[config.mk]
export PLATFORM = sky130hd
export DESIGN_NAME = phl_front
export DESIGN_NICKNAME = d
export VERILOG_FILES = /design/src/design/phl_pkg.sv /design/src/design/phl_front.sv
export SDC_FILE = /design/constraint.sdc
export NUM_CORES = 1
export LEC_CHECK = 0
export ABC_AREA = 1
export BUFFER_PORTS_ARGS = -buffer_cell sky130_fd_sc_hd__buf_4
export CAP_MARGIN = 20
export CORE_AREA = 2 2 198 200
export CTS_CLUSTER_SIZE = 12
export DETAILED_ROUTE_END_ITERATION = 16
export DIE_AREA = 0 0 200 202
export HOLD_SLACK_MARGIN = 0.02
export PLACE_DENSITY = 0.88
export SKIP_CTS_REPAIR_TIMING = 1
export SYNTH_ARGS = -nofsm -noshare
export SYNTH_HDL_FRONTEND = slang
export SYNTH_SLANG_ARGS = --single-unit
[constraint.sdc]
create_clock -name clk -period 8.7 [get_ports clk]
set_input_delay 0.435 -clock clk [delete_from_list [all_inputs] [get_ports clk]]
set_output_delay 0.435 -clock clk [all_outputs]
set_load 0.01 [all_outputs]
[src/design/phl_pkg.sv]
`timescale 1ns / 1ps
`default_nettype none
// ----------------------------------------------------------------------------
// phl_pkg - shared types and constants of the two-level perfect hash lookup
// Sizes of the stores, field widths, operation and register codes, the item
// that travels down the lookup pipeline and the Mersenne-prime fold.
// ----------------------------------------------------------------------------
package phl_pkg;

	// store sizes
	localparam int BUCKETS = 1024;
	localparam int SLOTS   = 8192;
	localparam int BKT_AW  = $clog2(BUCKETS);
	localparam int SLOT_AW = $clog2(SLOTS);

	// field widths
	localparam int OP_W       = 2;
	localparam int IDX_W      = 13;
	localparam int KEY_W      = 31;
	localparam int CAP_W      = 14;
	localparam int BASE_W     = 13;
	localparam int CNT_W      = 11;
	localparam int CFG_W      = 31;
	localparam int REG_IDX_W  = 2;
	localparam int BKT_OUT_W  = 10;
	localparam int SLOT_OUT_W = 13;
	localparam int HASH_W     = 32;

	// remainder unit geometry
	localparam int DVD_W = 31;
	localparam int DSR_W = 14;

	// front queue
	localparam int QUEUE_DEPTH = 4;
	localparam int QUEUE_AW    = $clog2(QUEUE_DEPTH);

	localparam logic [HASH_W-1:0] HASH_PRIME = 32'd2147483647;

	// operation codes on the input channel
	localparam logic [OP_W-1:0] OP_BKT_WR  = 2'd0;
	localparam logic [OP_W-1:0] OP_SLOT_WR = 2'd1;
	localparam logic [OP_W-1:0] OP_QUERY   = 2'd2;

	// configuration register indexes
	localparam logic [REG_IDX_W-1:0] REG_FIRST_MULT   = 2'd0;
	localparam logic [REG_IDX_W-1:0] REG_FIRST_ADD    = 2'd1;
	localparam logic [REG_IDX_W-1:0] REG_BUCKET_COUNT = 2'd2;

	typedef enum logic [1:0] {
		KIND_NOP,
		KIND_BKT_WR,
		KIND_SLOT_WR,
		KIND_QUERY
	} kind_t;

	// one classified item; descriptor fields are refilled from the store for queries
	typedef struct packed {
		kind_t             kind;
		logic [IDX_W-1:0]  idx;
		logic [KEY_W-1:0]  key;
		logic              ev;
		logic [KEY_W-1:0]  mult;
		logic [KEY_W-1:0]  add;
		logic [CAP_W-1:0]  cap;
		logic [BASE_W-1:0] base;
		logic [BKT_AW-1:0] bkt;
		logic              hit;
	} item_t;

	typedef struct packed {
		logic              present;
		logic [KEY_W-1:0]  mult;
		logic [KEY_W-1:0]  add;
		logic [CAP_W-1:0]  cap;
		logic [BASE_W-1:0] base;
	} bkt_entry_t;

	typedef struct packed {
		logic             filled;
		logic [KEY_W-1:0] key;
	} slot_entry_t;

	// reduce a 32-bit value modulo 2^31-1: fold the top bit, then one subtract
	function automatic logic [DVD_W-1:0] fold_prime(input logic [HASH_W-1:0] t);
		logic [HASH_W-1:0] s;
		s = {1'b0, t[HASH_W-2:0]} + {{(HASH_W-1){1'b0}}, t[HASH_W-1]};
		if (s >= HASH_PRIME) begin
			s = s - HASH_PRIME;
		end
		return s[DVD_W-1:0];
	endfunction

endpackage
`default_nettype wire

[src/design/phl_front.sv]
`timescale 1ns / 1ps
`default_nettype none
// ----------------------------------------------------------------------------
// phl_front - input side of the lookup
// Accepts items, classifies them (write, query or no-op, with range checks
// on write indexes) and holds them in a short queue for the lookup pipeline.
// ----------------------------------------------------------------------------
module phl_front (
	input  wire logic                       clk,
	input  wire logic                       arst_n,
	input  wire logic                       in_valid,
	output logic                            in_stall,
	input  wire logic [phl_pkg::OP_W-1:0]   op,
	input  wire logic [phl_pkg::IDX_W-1:0]  index,
	input  wire logic [phl_pkg::KEY_W-1:0]  key,
	input  wire logic                       entry_valid,
	input  wire logic [phl_pkg::KEY_W-1:0]  second_mult,
	input  wire logic [phl_pkg::KEY_W-1:0]  second_add,
	input  wire logic [phl_pkg::CAP_W-1:0]  second_capacity,
	input  wire logic [phl_pkg::BASE_W-1:0] second_base,
	input  wire logic                       clear_busy,
	input  wire logic                       pop,
	output logic                            q_valid,
	output phl_pkg::item_t                  q_item
);

	phl_pkg::item_t               queue_q [phl_pkg::QUEUE_DEPTH];
	logic [phl_pkg::QUEUE_AW-1:0] wr_ptr_q;
	logic [phl_pkg::QUEUE_AW-1:0] rd_ptr_q;
	logic [phl_pkg::QUEUE_AW:0]   cnt_q;
	phl_pkg::item_t               cls;
	logic                         push;
	logic                         full;

	// classify the incoming item
	always_comb begin
		cls.idx  = index;
		cls.key  = key;
		cls.ev   = entry_valid;
		cls.mult = second_mult;
		cls.add  = second_add;
		cls.cap  = second_capacity;
		cls.base = second_base;
		cls.bkt  = '0;
		cls.hit  = 1'b0;
		case (op)
			phl_pkg::OP_BKT_WR: begin
				cls.kind = (int'(index) < phl_pkg::BUCKETS) ? phl_pkg::KIND_BKT_WR
					: phl_pkg::KIND_NOP;
			end
			phl_pkg::OP_SLOT_WR: begin
				cls.kind = (int'(index) < phl_pkg::SLOTS) ? phl_pkg::KIND_SLOT_WR
					: phl_pkg::KIND_NOP;
			end
			phl_pkg::OP_QUERY: begin
				cls.kind = phl_pkg::KIND_QUERY;
			end
			default: begin
				cls.kind = phl_pkg::KIND_NOP;
			end
		endcase
	end

	assign full     = (cnt_q == (phl_pkg::QUEUE_AW+1)'(phl_pkg::QUEUE_DEPTH));
	assign in_stall = full || clear_busy;
	assign push     = in_valid && !in_stall;
	assign q_valid  = (cnt_q != '0);
	assign q_item   = queue_q[rd_ptr_q];

	// queue pointers and fill level
	always_ff @(posedge clk or negedge arst_n) begin
		if (!arst_n) begin
			wr_ptr_q <= '0;
			rd_ptr_q <= '0;
			cnt_q    <= '0;
		end else begin
			if (push) begin
				wr_ptr_q <= wr_ptr_q + 1'b1;
			end
			if (pop) begin
				rd_ptr_q <= rd_ptr_q + 1'b1;
			end
			if (push && !pop) begin
				cnt_q <= cnt_q + 1'b1;
			end else if (pop && !push) begin
				cnt_q <= cnt_q - 1'b1;
			end
		end
	end

	// store the transfer
	always_ff @(posedge clk) begin
		if (push) begin
			queue_q[wr_ptr_q] <= cls;
		end
	end

endmodule
`default_nettype wire

After elaboration in Yosys (flattened, before gate mapping)
Memory sizes are Yosys's and may differ from the RTL's.
Cells that the tools add are included.
Word-level totals
  register bits after elaboration: 7
  bits in latches: 0
  memory bits (writable): 544
  memory bits (read-only): 0
  input bits: 141
  memories kept: 1
Cells by class
  add/sub/neg operators: 4
  $mul: 0
  div/mod/pow operators: 0
  $lt $le $gt $ge: 1
  equal/unequal tests: 3
  shift-type cells: 0
  muxes and demuxes: 6
  bitwise gates (word level): 0
  reductions and logical operators: 10
Memory list
  queue_q: depth 4, bits a word 136, read ports 1, clocked after memory_dff 0, write ports 1, line phl_front.sv:27  | phl_pkg::item_t queue_q [phl_pkg::QUEUE_DEPTH];
Operators with widths (number)
  $lt 13x11->1 const B: 1
  $mux 3: 2
  $pmux 2 s3: 1
  $add 2x1->2 const B: 2
  $add 3x1->3 const B: 1
  $eq 3x3->1 const B: 1
  $logic_and 1x1->1: 3
  $logic_not 1->1: 3
  $mux 1: 3
  $reduce_bool 3->1: 1
  $sub 3x1->3 const B: 1
  $eq 2x1->1 const B: 1
  $eq 2x2->1 const B: 1
  $logic_not 2->1: 1
  $reduce_bool 2->1: 1
  $logic_or 1x1->1: 1

Longest topological paths before layout
Gate-level depths: netlist (run 1).
  depth after elaboration: 8
  gate-level depth with buffers: 12
  gate-level depth less buffers: 12

Worst setup path before layout (run 1)
No wires, ideal clock.
  path type: register to register
  start point: register cnt_q[0] (netlist name)
  end point: memory queue_q[0][0] (netlist name) (enable)
  data arrival time: 6427 ps
  setup slack: 1639 ps
  stages on the path, launching flop included: 5
  path buffers: 0
  clock period less this slack: 7061 ps
  path through: dfrtp_1 > nor2_1 > nand2_1 > nand3_1 > nor2_1
Between the ends
  longest elaborated chain between the ends: 6
RTL lines
  start: declaration: line phl_front.sv:30  | logic [phl_pkg::QUEUE_AW:0] cnt_q;
  start signal: assignment: line phl_front.sv:84  | cnt_q <= cnt_q + 1'b1;
  start signal: assignment: line phl_front.sv:86  | cnt_q <= cnt_q - 1'b1;
  $eq 3x3->1: line phl_front.sv:64  | assign full = (cnt_q == (phl_pkg::QUEUE_AW+1)'(phl_pkg::QUEUE_DEPTH));
  $logic_or 1x1->1: line phl_front.sv:65  | assign in_stall = full || clear_busy;
  $logic_not 1->1: line phl_front.sv:66  | assign push = in_valid && !in_stall;
  $logic_and 1x1->1: line phl_front.sv:66
  $mux 1: line phl_front.sv:93  | if (push) begin
  $mux 1 (implied by the code): line phl_front.sv:94  | queue_q[wr_ptr_q] <= cls;
  end: declaration: line phl_front.sv:27
No other way between the ends.

==> results of run 1 <==
area by class of cell:
type | instances | area (µm²) | area share, %
Sequential cell | 551 | 16520 | 63.40
Multi-Input combinational cell | 729 | 3715 | 14.26
Timing Repair Buffer | 327 | 2592 | 9.951
Clock buffer | 81 | 1441 | 5.533
Inverter | 287 | 1077 | 4.135
Tap cell | 518 | 648.1 | 2.488
Clock inverter | 7 | 57.56 | 0.2209
Antenna cell | 1 | 2.502 | 0.009605
logic make-up after synthesis:
group | Yosys count
flops | 551
compound gates | 409
buf+inv | 389
simple gates | 299
fa+ha+maj | 7
xor+xnor | 3
other cells | 1
stage by stage:
step	area (µm²)	std cells	setup slack, ns	hold WS, ns
after detailed placement	24160	2376	5.099	0.2573
after floorplan	22060	1669	1.639	0.1394
final	26050	2501	4.655	0.04742
after CTS	25650	2464	4.438	-0.3923
after global routing	26050	2500	4.437	0.02015
after global placement	24160	2376	5.247	0.2527
sequential cells by signal, summed over array words and instances, names as in the netlist:
name      cells
wr_ptr_q      2
rd_ptr_q      2
cnt_q         3
queue_q     544
worst paths after layout:
check / from / end / slack [ns] / cells after the start
worst min-delay path: key[24] / queue_q[3][114] / 0.05 / 1
worst max register to register: cnt_q[0] / queue_q[0][89] / 5.80 / 5
worst min register to register: cnt_q[2] / cnt_q[2] / 0.51 / 2
max in group asynchronous: arst_n / rd_ptr_q[1] / 8.34 / 2
min in group asynchronous: arst_n / rd_ptr_q[0] / 0.21 / 2
worst max-delay path: rd_ptr_q[0] / q_item[103] / 4.66 / 7
per-layer routing:
metal	GRT usage (%)	vias to the layer above	share of wire, %
li1	-	6321	-
met1	25.97	6425	38
met2	36.87	486	52
met3	6.140	65	8.5
met5	0	-	0
met4	6.958	0	2.1
worst reg2reg max path, delay by kind of cell (launching register included):
| family | cells | cell delay, ns |
|---|---|---|
| AND/OR/NAND/NOR | 4 | 1.15 |
| buffers and inverters | 1 | 0.85 |
| flip-flops | 1 | 0.41 |
synth_stat cells, types with 4 or more instances:
library cell | instances | area (µm²)
o21ai_0 | 36 | 180.2
clkbuf_2 | 4 | 20.02
o21ai_1 | 100 | 500.5
o211ai_1 | 136 | 1021
ha_1 | 6 | 75.07
buf_2 | 40 | 200.2
nor2_1 | 6 | 22.52
buf_6 | 35 | 394.1
dfrtp_1 | 7 | 175.2
edfxtp_1 | 544 | 16340
nand2_1 | 287 | 1077
a21oi_1 | 136 | 680.7
inv_1 | 287 | 1077
buf_4 | 23 | 172.7
report_power, final:
| group | switching [mW] | internal (mW) |
|---|---|---|
| registers | 0.166 | 3.22 |
| clock network | 0.894 | 1.13 |
| logic | 1.71 | 1.13 |
layout by cell type (no fill, tap or decap):
master,instances
inv_1,287
buf_16,2
xor2_1,1
nor2_4,4
dfrtp_4,2
o21ai_1,100
fa_1,1
inv_6,1
xnor2_1,2
nand4_1,3
o21ai_0,36
clkbuf_8,1
buf_4,290
clkinv_1,3
nand2_1,287
edfxtp_1,544
buf_12,1
ha_1,6
dlygate4sd3_1,34
nand3_1,3
nor2_1,2
conb_1,11
clkinv_8,2
a21oi_1,136
diode_2,1
o211ai_1,136
dfrtp_1,5
clkbuf_16,53
clkinv_2,1
clkbuf_1,27
o22ai_1,1
==> results.cfg, run 1 <==
[outcome]
status = finished clean

[sta]
tns_ns = 0
hold_viol = 0
worst_pin_slew_ns = 1.206
rsz0062_at_grt = no
fin_skew_ns = 0.01878
setup_viol = 0
finalCritPeriodShare_pct = 46.49
relSlewSlack_pct = 19.61
period_needed_ns = 4.045
max_clock_freq_ghz = 0.2472
drv_slew = 0

[synthesis]
synth_edf_count = 544
ys_async_sr_fraction_pct = 1.270
synth_xor_area_share_pct = 0.1193
syn_area_um2 = 22020
ys_ff_latch = 551
synth_top_family_by_area = compound AO/OA/AOI/OAI gates
synth-simple-area-share_pct = 5.147
synth-main-ff-cell = edfxtp_1
synthAdderAreaFrac_pct = 0.4318
ys_types = 21
yosysWarnings = 0
synth.avg_cell_area_um2 = 13.27
seq_area_frac_synth_pct = 74.97
synth_compound_area_share_pct = 10.85
syn_inst = 1659
synth.area.mux_share_pct = 0

[final_layout]
nFillCells = 2440
utilization_pct = 68.05
syn2layout_area_growth_pct = 18.30
drive_gt1_share_pct = 18.01
final_nets = 2097

[setup_path]
cp.required_ns = 8.27
path_buf_inv = 4
path_delay_family = buffers and inverters
path_cells = buf_4 -> buf_4 -> buf_16 -> a21oi_1 -> o21ai_1 -> nand2_1 -> buf_4
critPathMaxStageDelay_ns = 0.82
worstSetupEndpointType = output port
cpMostUsedCell = buf_4
critPathLaunchType = flop
critPathKind = reg2out
critPathMaxFanout = 83
cpMaxStageDelayCell = dfrtp_4
arrival_ns = 3.61

[global_routing]
grt_max_degree = 273
antenna_found_initial = 0
grt-ovfl-total = 0
grt_pass1_vias = 13052
grtUsageTotal_pct = 21.40
grt_pass1_wl_mm = 66.79

[placement]
io_buffers = 278
dp_hpwl_mm = 25.02
place.gp.congestion = 0.7668

[power_and_ir_drop]
powerDensity_nw_per_um2 = 316.7
peakVddDrop_mv = 0.3316
leakagePower_nw = 10.32
power_mw = 8.251

[worst_hold_path]
hold_path.class = in2reg

[job]
maxCapViolCount = 0

[routing]
wirelength_mm = 44.75
firstDrtPassIters = 5
ant_nets = 0
vias = 13297
routed_via_density = 5.317
wl_per_cell_um = 17.89
post-route-drc-count = 0
initialDrtViolationCount = 975

[floorplanning]
pin_count = 290
die_w_um = 200
start_util_pct = 57.52
die_h_um = 202
row_count = 72
dieArea_um2 = 40400
core-area_um2 = 38290

[cts]
htreeDepth = 2
clock-sinks = 551
cts_tree = built
clockBufferDepth = 3
cts_buffers = 53
insertion_delay_ns = 0.60
cts_root_buf = clkbuf_16
path_clk_slew_ns = 0.06
(Power assumes the default switching activity.)
==> inputs of run 2 (changes only) <==
CORE_AREA = 2 2 209 211   (was 2 2 198 200)
DIE_AREA = 0 0 211 213   (was 0 0 200 202)
PLACE_DENSITY = 0.83   (was 0.88)
clock period = 3.3 ns   (was 8.7 ns; I/O delays follow)
==> run 2 against run 1 <==
Critical path depth decreased by 2. Count of clock-buffer cells in the layout shrank 6. Final area rose by 5.3%. Register-to-register slack lost 4.6 ns. Critical endpoint is now q_item[89].
==> results.cfg, run 2 (synthesis gave the netlist of run 1 again) <==
[outcome]
status = finished clean

[global_routing]
grt_pass1_wl_mm = 65.90
antenna_found_initial = 3
grt_max_degree = 141
grt_pass1_vias = 12779
grtUsageTotal_pct = 18.97
grt-ovfl-total = 0

[cts]
cts_tree = built
htreeDepth = 2
cts_root_buf = clkbuf_16
cts_buffers = 55
insertion_delay_ns = 0.58
path_clk_slew_ns = 0.06
clockBufferDepth = 3
clock-sinks = 551

[final_layout]
drive_gt1_share_pct = 17.66
final_common_cell = edfxtp_1
seq_area_um2 = 16520
largest_reg_flops = 544
final_nets = 2213
top_regs = queue_q (544), cnt_q (3)
stdcell_area_um2 = 27440
final_cell_mix = edfxtp_1 (544), inv_1 (287), nand2_1 (287)
syn2layout_area_growth_pct = 24.58
nFillCells = 2836
multi_input_area_um2 = 3727
largest_register = queue_q

[routing]
initialDrtViolationCount = 1124
routed_via_density = 5.214
firstDrtPassIters = 5
wirelength_mm = 46.91
post-route-drc-count = 0
vias = 13790
ant_nets = 0
wl_per_cell_um = 17.74

[power_and_ir_drop]
leakagePower_nw = 10.88
peakVddDrop_mv = 0.5934
power_mw = 22.19
powerDensity_nw_per_um2 = 809.0

[sta]
drv_slew = 0
max_clock_freq_ghz = 0.3697
hold_slack_ns = 0.1508
finalCritPeriodShare_pct = 81.97
setup_viol = 0
hold_viol = 0
tns_ns = 0
rsz0062_at_grt = no
period_needed_ns = 2.705
fin_skew_ns = 0.01100
relSlewSlack_pct = 47.15
worst_pin_slew_ns = 0.7927

[job]
maxCapViolCount = 0

[floorplanning]
row_count = 76
die_w_um = 211
die_h_um = 213
core-area_um2 = 42700
dieArea_um2 = 44940
pin_count = 290
start_util_pct = 51.58

[placement]
io_buffers = 278
place.gp.congestion = 0.7410
dp_hpwl_mm = 25.46
post_dp_cell_area_um2 = 24450

[worst_hold_path]
hold_path.class = in2reg

[setup_path]
cp.required_ns = 3.13
critPathLaunchType = flop
critPathKind = reg2out
arrival_ns = 2.54
critPathMaxFanout = 140
worstSetupEndpointType = output port
==> run 2: cell types whose count changed in the layout (fill, tap and decap cells not counted), sizes merged <==
cell / before / now
buf: 293 / 300
clkinv: 6 / 12
diode: 1 / 4
clkbuf: 81 / 75
inv: 288 / 287
dlygate4sd3: 34 / 141
==> run 2: area by class of cell <==
class / instances / area share [%]
antenna: 4 / 0.03648
clock buffer: 75 / 5.518
clock inverter: 12 / 0.1961
inverter: 287 / 3.927
multi-input combinational: 729 / 13.59
sequential: 551 / 60.21
tap: 546 / 2.490
timing repair buffer: 441 / 14.04
==> run 2: path summary, 6_finish.rpt <==
path / startpoint / endpoint / slack [ns] / cells after the start
max: rd_ptr_q[0] / q_item[89] / 0.60 / 5
min reg2reg: cnt_q[2] / cnt_q[2] / 0.51 / 2
min in group asynchronous: arst_n / wr_ptr_q[0] / 0.56 / 3
min: op[1] / queue_q[2][135] / 0.15 / 3
max in group asynchronous: arst_n / rd_ptr_q[1] / 2.46 / 3
max reg2reg: cnt_q[0] / queue_q[2][89] / 1.17 / 5
==> run 2: critical path, stage by stage (launching register included) <==
cell     delay, ns
dfrtp_4       0.80
buf_12        0.49
a21oi_1       0.18
o21ai_1       0.16
nand2_1       0.10
buf_4         0.15
==> run 2: per-layer routing <==
layer | global-route usage, % | part of all wire, %
met1 | 22.53 | 39
met3 | 5.354 | 7.1
met2 | 32.52 | 51
met4 | 8.038 | 3.1
met5 | 0 | 0.028
==> run 2: metrics by stage <==
| step | worst slack (ns) | cells | utilization [%] |
|---|---|---|---|
| 2_1_floorplan | 0.05187 | 1669 | - |
| 3_3_place_gp | 1.138 | 2413 | 57.26 |
| 3_5_place_dp | 1.135 | 2413 | 57.26 |
| 4_1_cts | 0.6030 | 2500 | 60.93 |
| 5_1_grt | 0.4331 | 2644 | 64.25 |
| 6_report | 0.5950 | 2645 | 64.26 |
==> run 2: power breakdown <==
part	total (mW)	switching (mW)	internal [mW]
clock	5.56	2.40	3.16
sequential	8.90	0.419	8.48
combinational	7.73	4.57	3.16
total	22.2	7.39	14.8
==> inputs of run 3 (changes only) <==
ABC_AREA = 0   (was 1)
CORE_AREA = 2 2 192 194   (was 2 2 209 211)
DIE_AREA = 0 0 194 196   (was 0 0 211 213)
PLACE_DENSITY = 0.87   (was 0.83)
clock period = 2.7 ns   (was 3.3 ns; I/O delays follow)
==> run 3 against run 2 <==
Via count down 30%. Global-route usage up 1.1 points. Cell count down 35%. Sequential power up 21%. Synthesized area down 7.9%. Routed wire length down 12%. Count of clock-buffer cells in the layout down 3. Die area down 15%. First-iteration DRC count down 50%. Flip-flop and latch count unchanged. Worst hold slack worse by 0.14 ns. Critical path type unchanged. Largest cell class unchanged.
==> results.cfg, run 3 <==
[sta]
fin_skew_ns = 0.01292
drv_slew = 0
period_needed_ns = 2.571
setup_viol = 0
tns_ns = 0
hold_slack_ns = 0.01342
relSlewSlack_pct = 51.48
worst_pin_slew_ns = 0.7278
max_clock_freq_ghz = 0.3890
finalCritPeriodShare_pct = 95.22
hold_viol = 0

[synthesis]
yosysWarnings = 0
synth-main-ff-cell = edfxtp_1
ys_ff_latch = 551
synth.most_common_cell = edfxtp_1
yosysTopAreaCellShare_pct = 80.54
synth_common_cells = edfxtp_1 (544), mux4_2 (136), buf_2 (13)
syn_inst = 766
synth.area.top_cells = edfxtp_1 (81%), mux4_2 (15%), buf_12 (1.1%)
synth_edf_count = 544
syn_area_um2 = 20280
ys_types = 25
seq_area_frac_synth_pct = 81.40
ys_async_sr_fraction_pct = 1.270
post-synth-top-area-cell = edfxtp_1
synth.avg_cell_area_um2 = 26.48

[cts]
path_clk_slew_ns = 0.05
cts_tree = built
clockBufferDepth = 3
insertion_delay_ns = 0.59
cts_buffers = 54
clock-sinks = 551
cts_root_buf = clkbuf_16
htreeDepth = 2

[setup_path]
ff2ff_path_depth = 8
critPathKind = reg2out
worstSetupEndpointType = output port
r2r_start = cnt_q[0]
reg2reg_slack_ns = 0.66
endpoint = q_item[18]
critPathMaxFanout = 36
r2r-end = cnt_q[2]
arrival_ns = 2.44
cp.required_ns = 2.57
critPathLaunchType = flop
crit_path_start = rd_ptr_q[0]

[placement]
io_buffers = 278
dp_hpwl_mm = 22.70
dp.cells = 1499
place.gp.congestion = 0.7114

[routing]
initialDrtViolationCount = 563
firstDrtPassIters = 4
wirelength_mm = 41.26
wl_per_cell_um = 23.96
vias = 9685
post-route-drc-count = 0
ant_nets = 0
routed_via_density = 5.624

[final_layout]
largest_reg_flops = 544
nFillCells = 2009
syn2layout_area_growth_pct = 27.30
layoutNonFillerInstCount = 1722
top_regs = queue_q (544), cnt_q (3)
drive_gt1_share_pct = 40.16
final_cell_mix = edfxtp_1 (544), buf_4 (284), dlygate4sd3_1 (138)
final_nets = 1373
largest_register = queue_q
final_common_cell = edfxtp_1

[floorplanning]
row_count = 70
core-area_um2 = 36080
start_util_pct = 56.21
die_w_um = 194
dieArea_um2 = 38020
die_h_um = 196
pin_count = 290

[global_routing]
grt-ovfl-total = 0
grt_pass1_wl_mm = 57.20
grt_max_degree = 96
grtUsageTotal_pct = 20.07
antenna_found_initial = 3
grt_pass1_vias = 9897

[power_and_ir_drop]
powerDensity_nw_per_um2 = 972.9
peakVddDrop_mv = 0.7312
leakagePower_nw = 8.875

[job]
maxCapViolCount = 0

[worst_hold_path]
hold_start = in_valid
hold_path.class = in2reg

[outcome]
status = finished clean
-- run 3: cell count changes in the layout (fill, tap and decap cells not counted), sizes merged, moves of 4 or more --
cell,before,now
nand2,287,1
inv,287,7
mux4,0,136
o211ai,136,0
o21ai,136,0
a21oi,136,2
and2,0,4
clkinv,12,8
-- run 3: power by group --
group	internal [mW]	switching, mW
Clock	3.87	2.88
Sequential	10.4	0.428
Combinational	3.99	3.53
Total	18.3	6.84
-- run 3: how the worst min path moves through the flow --
stage / endpoint / slack [ns] / cells past startpoint
after floorplan: cnt_q[0] / -0.16 / 0
after CTS: cnt_q[2] / -0.69 / 1
after detailed placement: cnt_q[1] / -0.04 / 1
final: wr_ptr_q[0] / 0.01 / 4
after global routing: wr_ptr_q[0] / 0.02 / 4
after global placement: cnt_q[1] / -0.05 / 1
-- run 3: critical path: stages, from the launching register on --
cell	delay, ns
dfrtp_4	0.70
buf_12	0.34
mux4_2	0.60
buf_4	0.17
-- run 3: logic make-up (layout without fill, tap and decap cells) --
logic type                 count (synthesis)  count (layout)  synth area share, %
DFF                                      551             551                81.40
muxes                                    138             138                15.21
AOI/OAI and AO/OA                          3               3              0.09870
other                                      1              15              0.01849
and+or+nand+nor                           11              11               0.2837
xor gates and xnor gates                   6               6               0.2591
buffers and inverters                     49             523                2.258
adders and majority gates                  7               7               0.4688
-- run 3: final cells by class --
class	instances	area [µm²]	share of cell area, %
antenna	4	10.01	0.03877
clock buffer	72	1483	5.742
multi-input combinational	176	3362	13.02
tap	468	585.6	2.268
inverter	7	26.28	0.1018
sequential	551	16520	63.97
timing repair buffer	435	3774	14.61
clock inverter	9	62.56	0.2423
-- run 3: routing by layer --
| metal | up-vias | wire (µm) | GRT usage (%) | part of all wire, % |
|---|---|---|---|---|
| met5 | - | 0 | 0 | 0 |
| met4 | 0 | 956 | 8.165 | 2.3 |
| met3 | 58 | 3003 | 5.278 | 7.3 |
| met2 | 408 | 21680 | 33.40 | 53 |
| met1 | 5046 | 15620 | 25.53 | 38 |
| li1 | 4173 | - | - | - |
-- run 3: through the flow --
| step | setup slack, ns | total power [mW] | area, µm² | utilization [%] |
|---|---|---|---|---|
| floorplan | -0.2031 | 15.44 | 20330 | - |
| global placement | 0.7121 | 18.25 | 22880 | 63.42 |
| detailed placement | 0.6535 | 18.41 | 22880 | 63.42 |
| CTS | 0.05834 | 25.17 | 24430 | 67.70 |
| global route | -0.01760 | 26.08 | 25820 | 71.55 |
| finish | 0.1290 | 25.12 | 25820 | 71.56 |
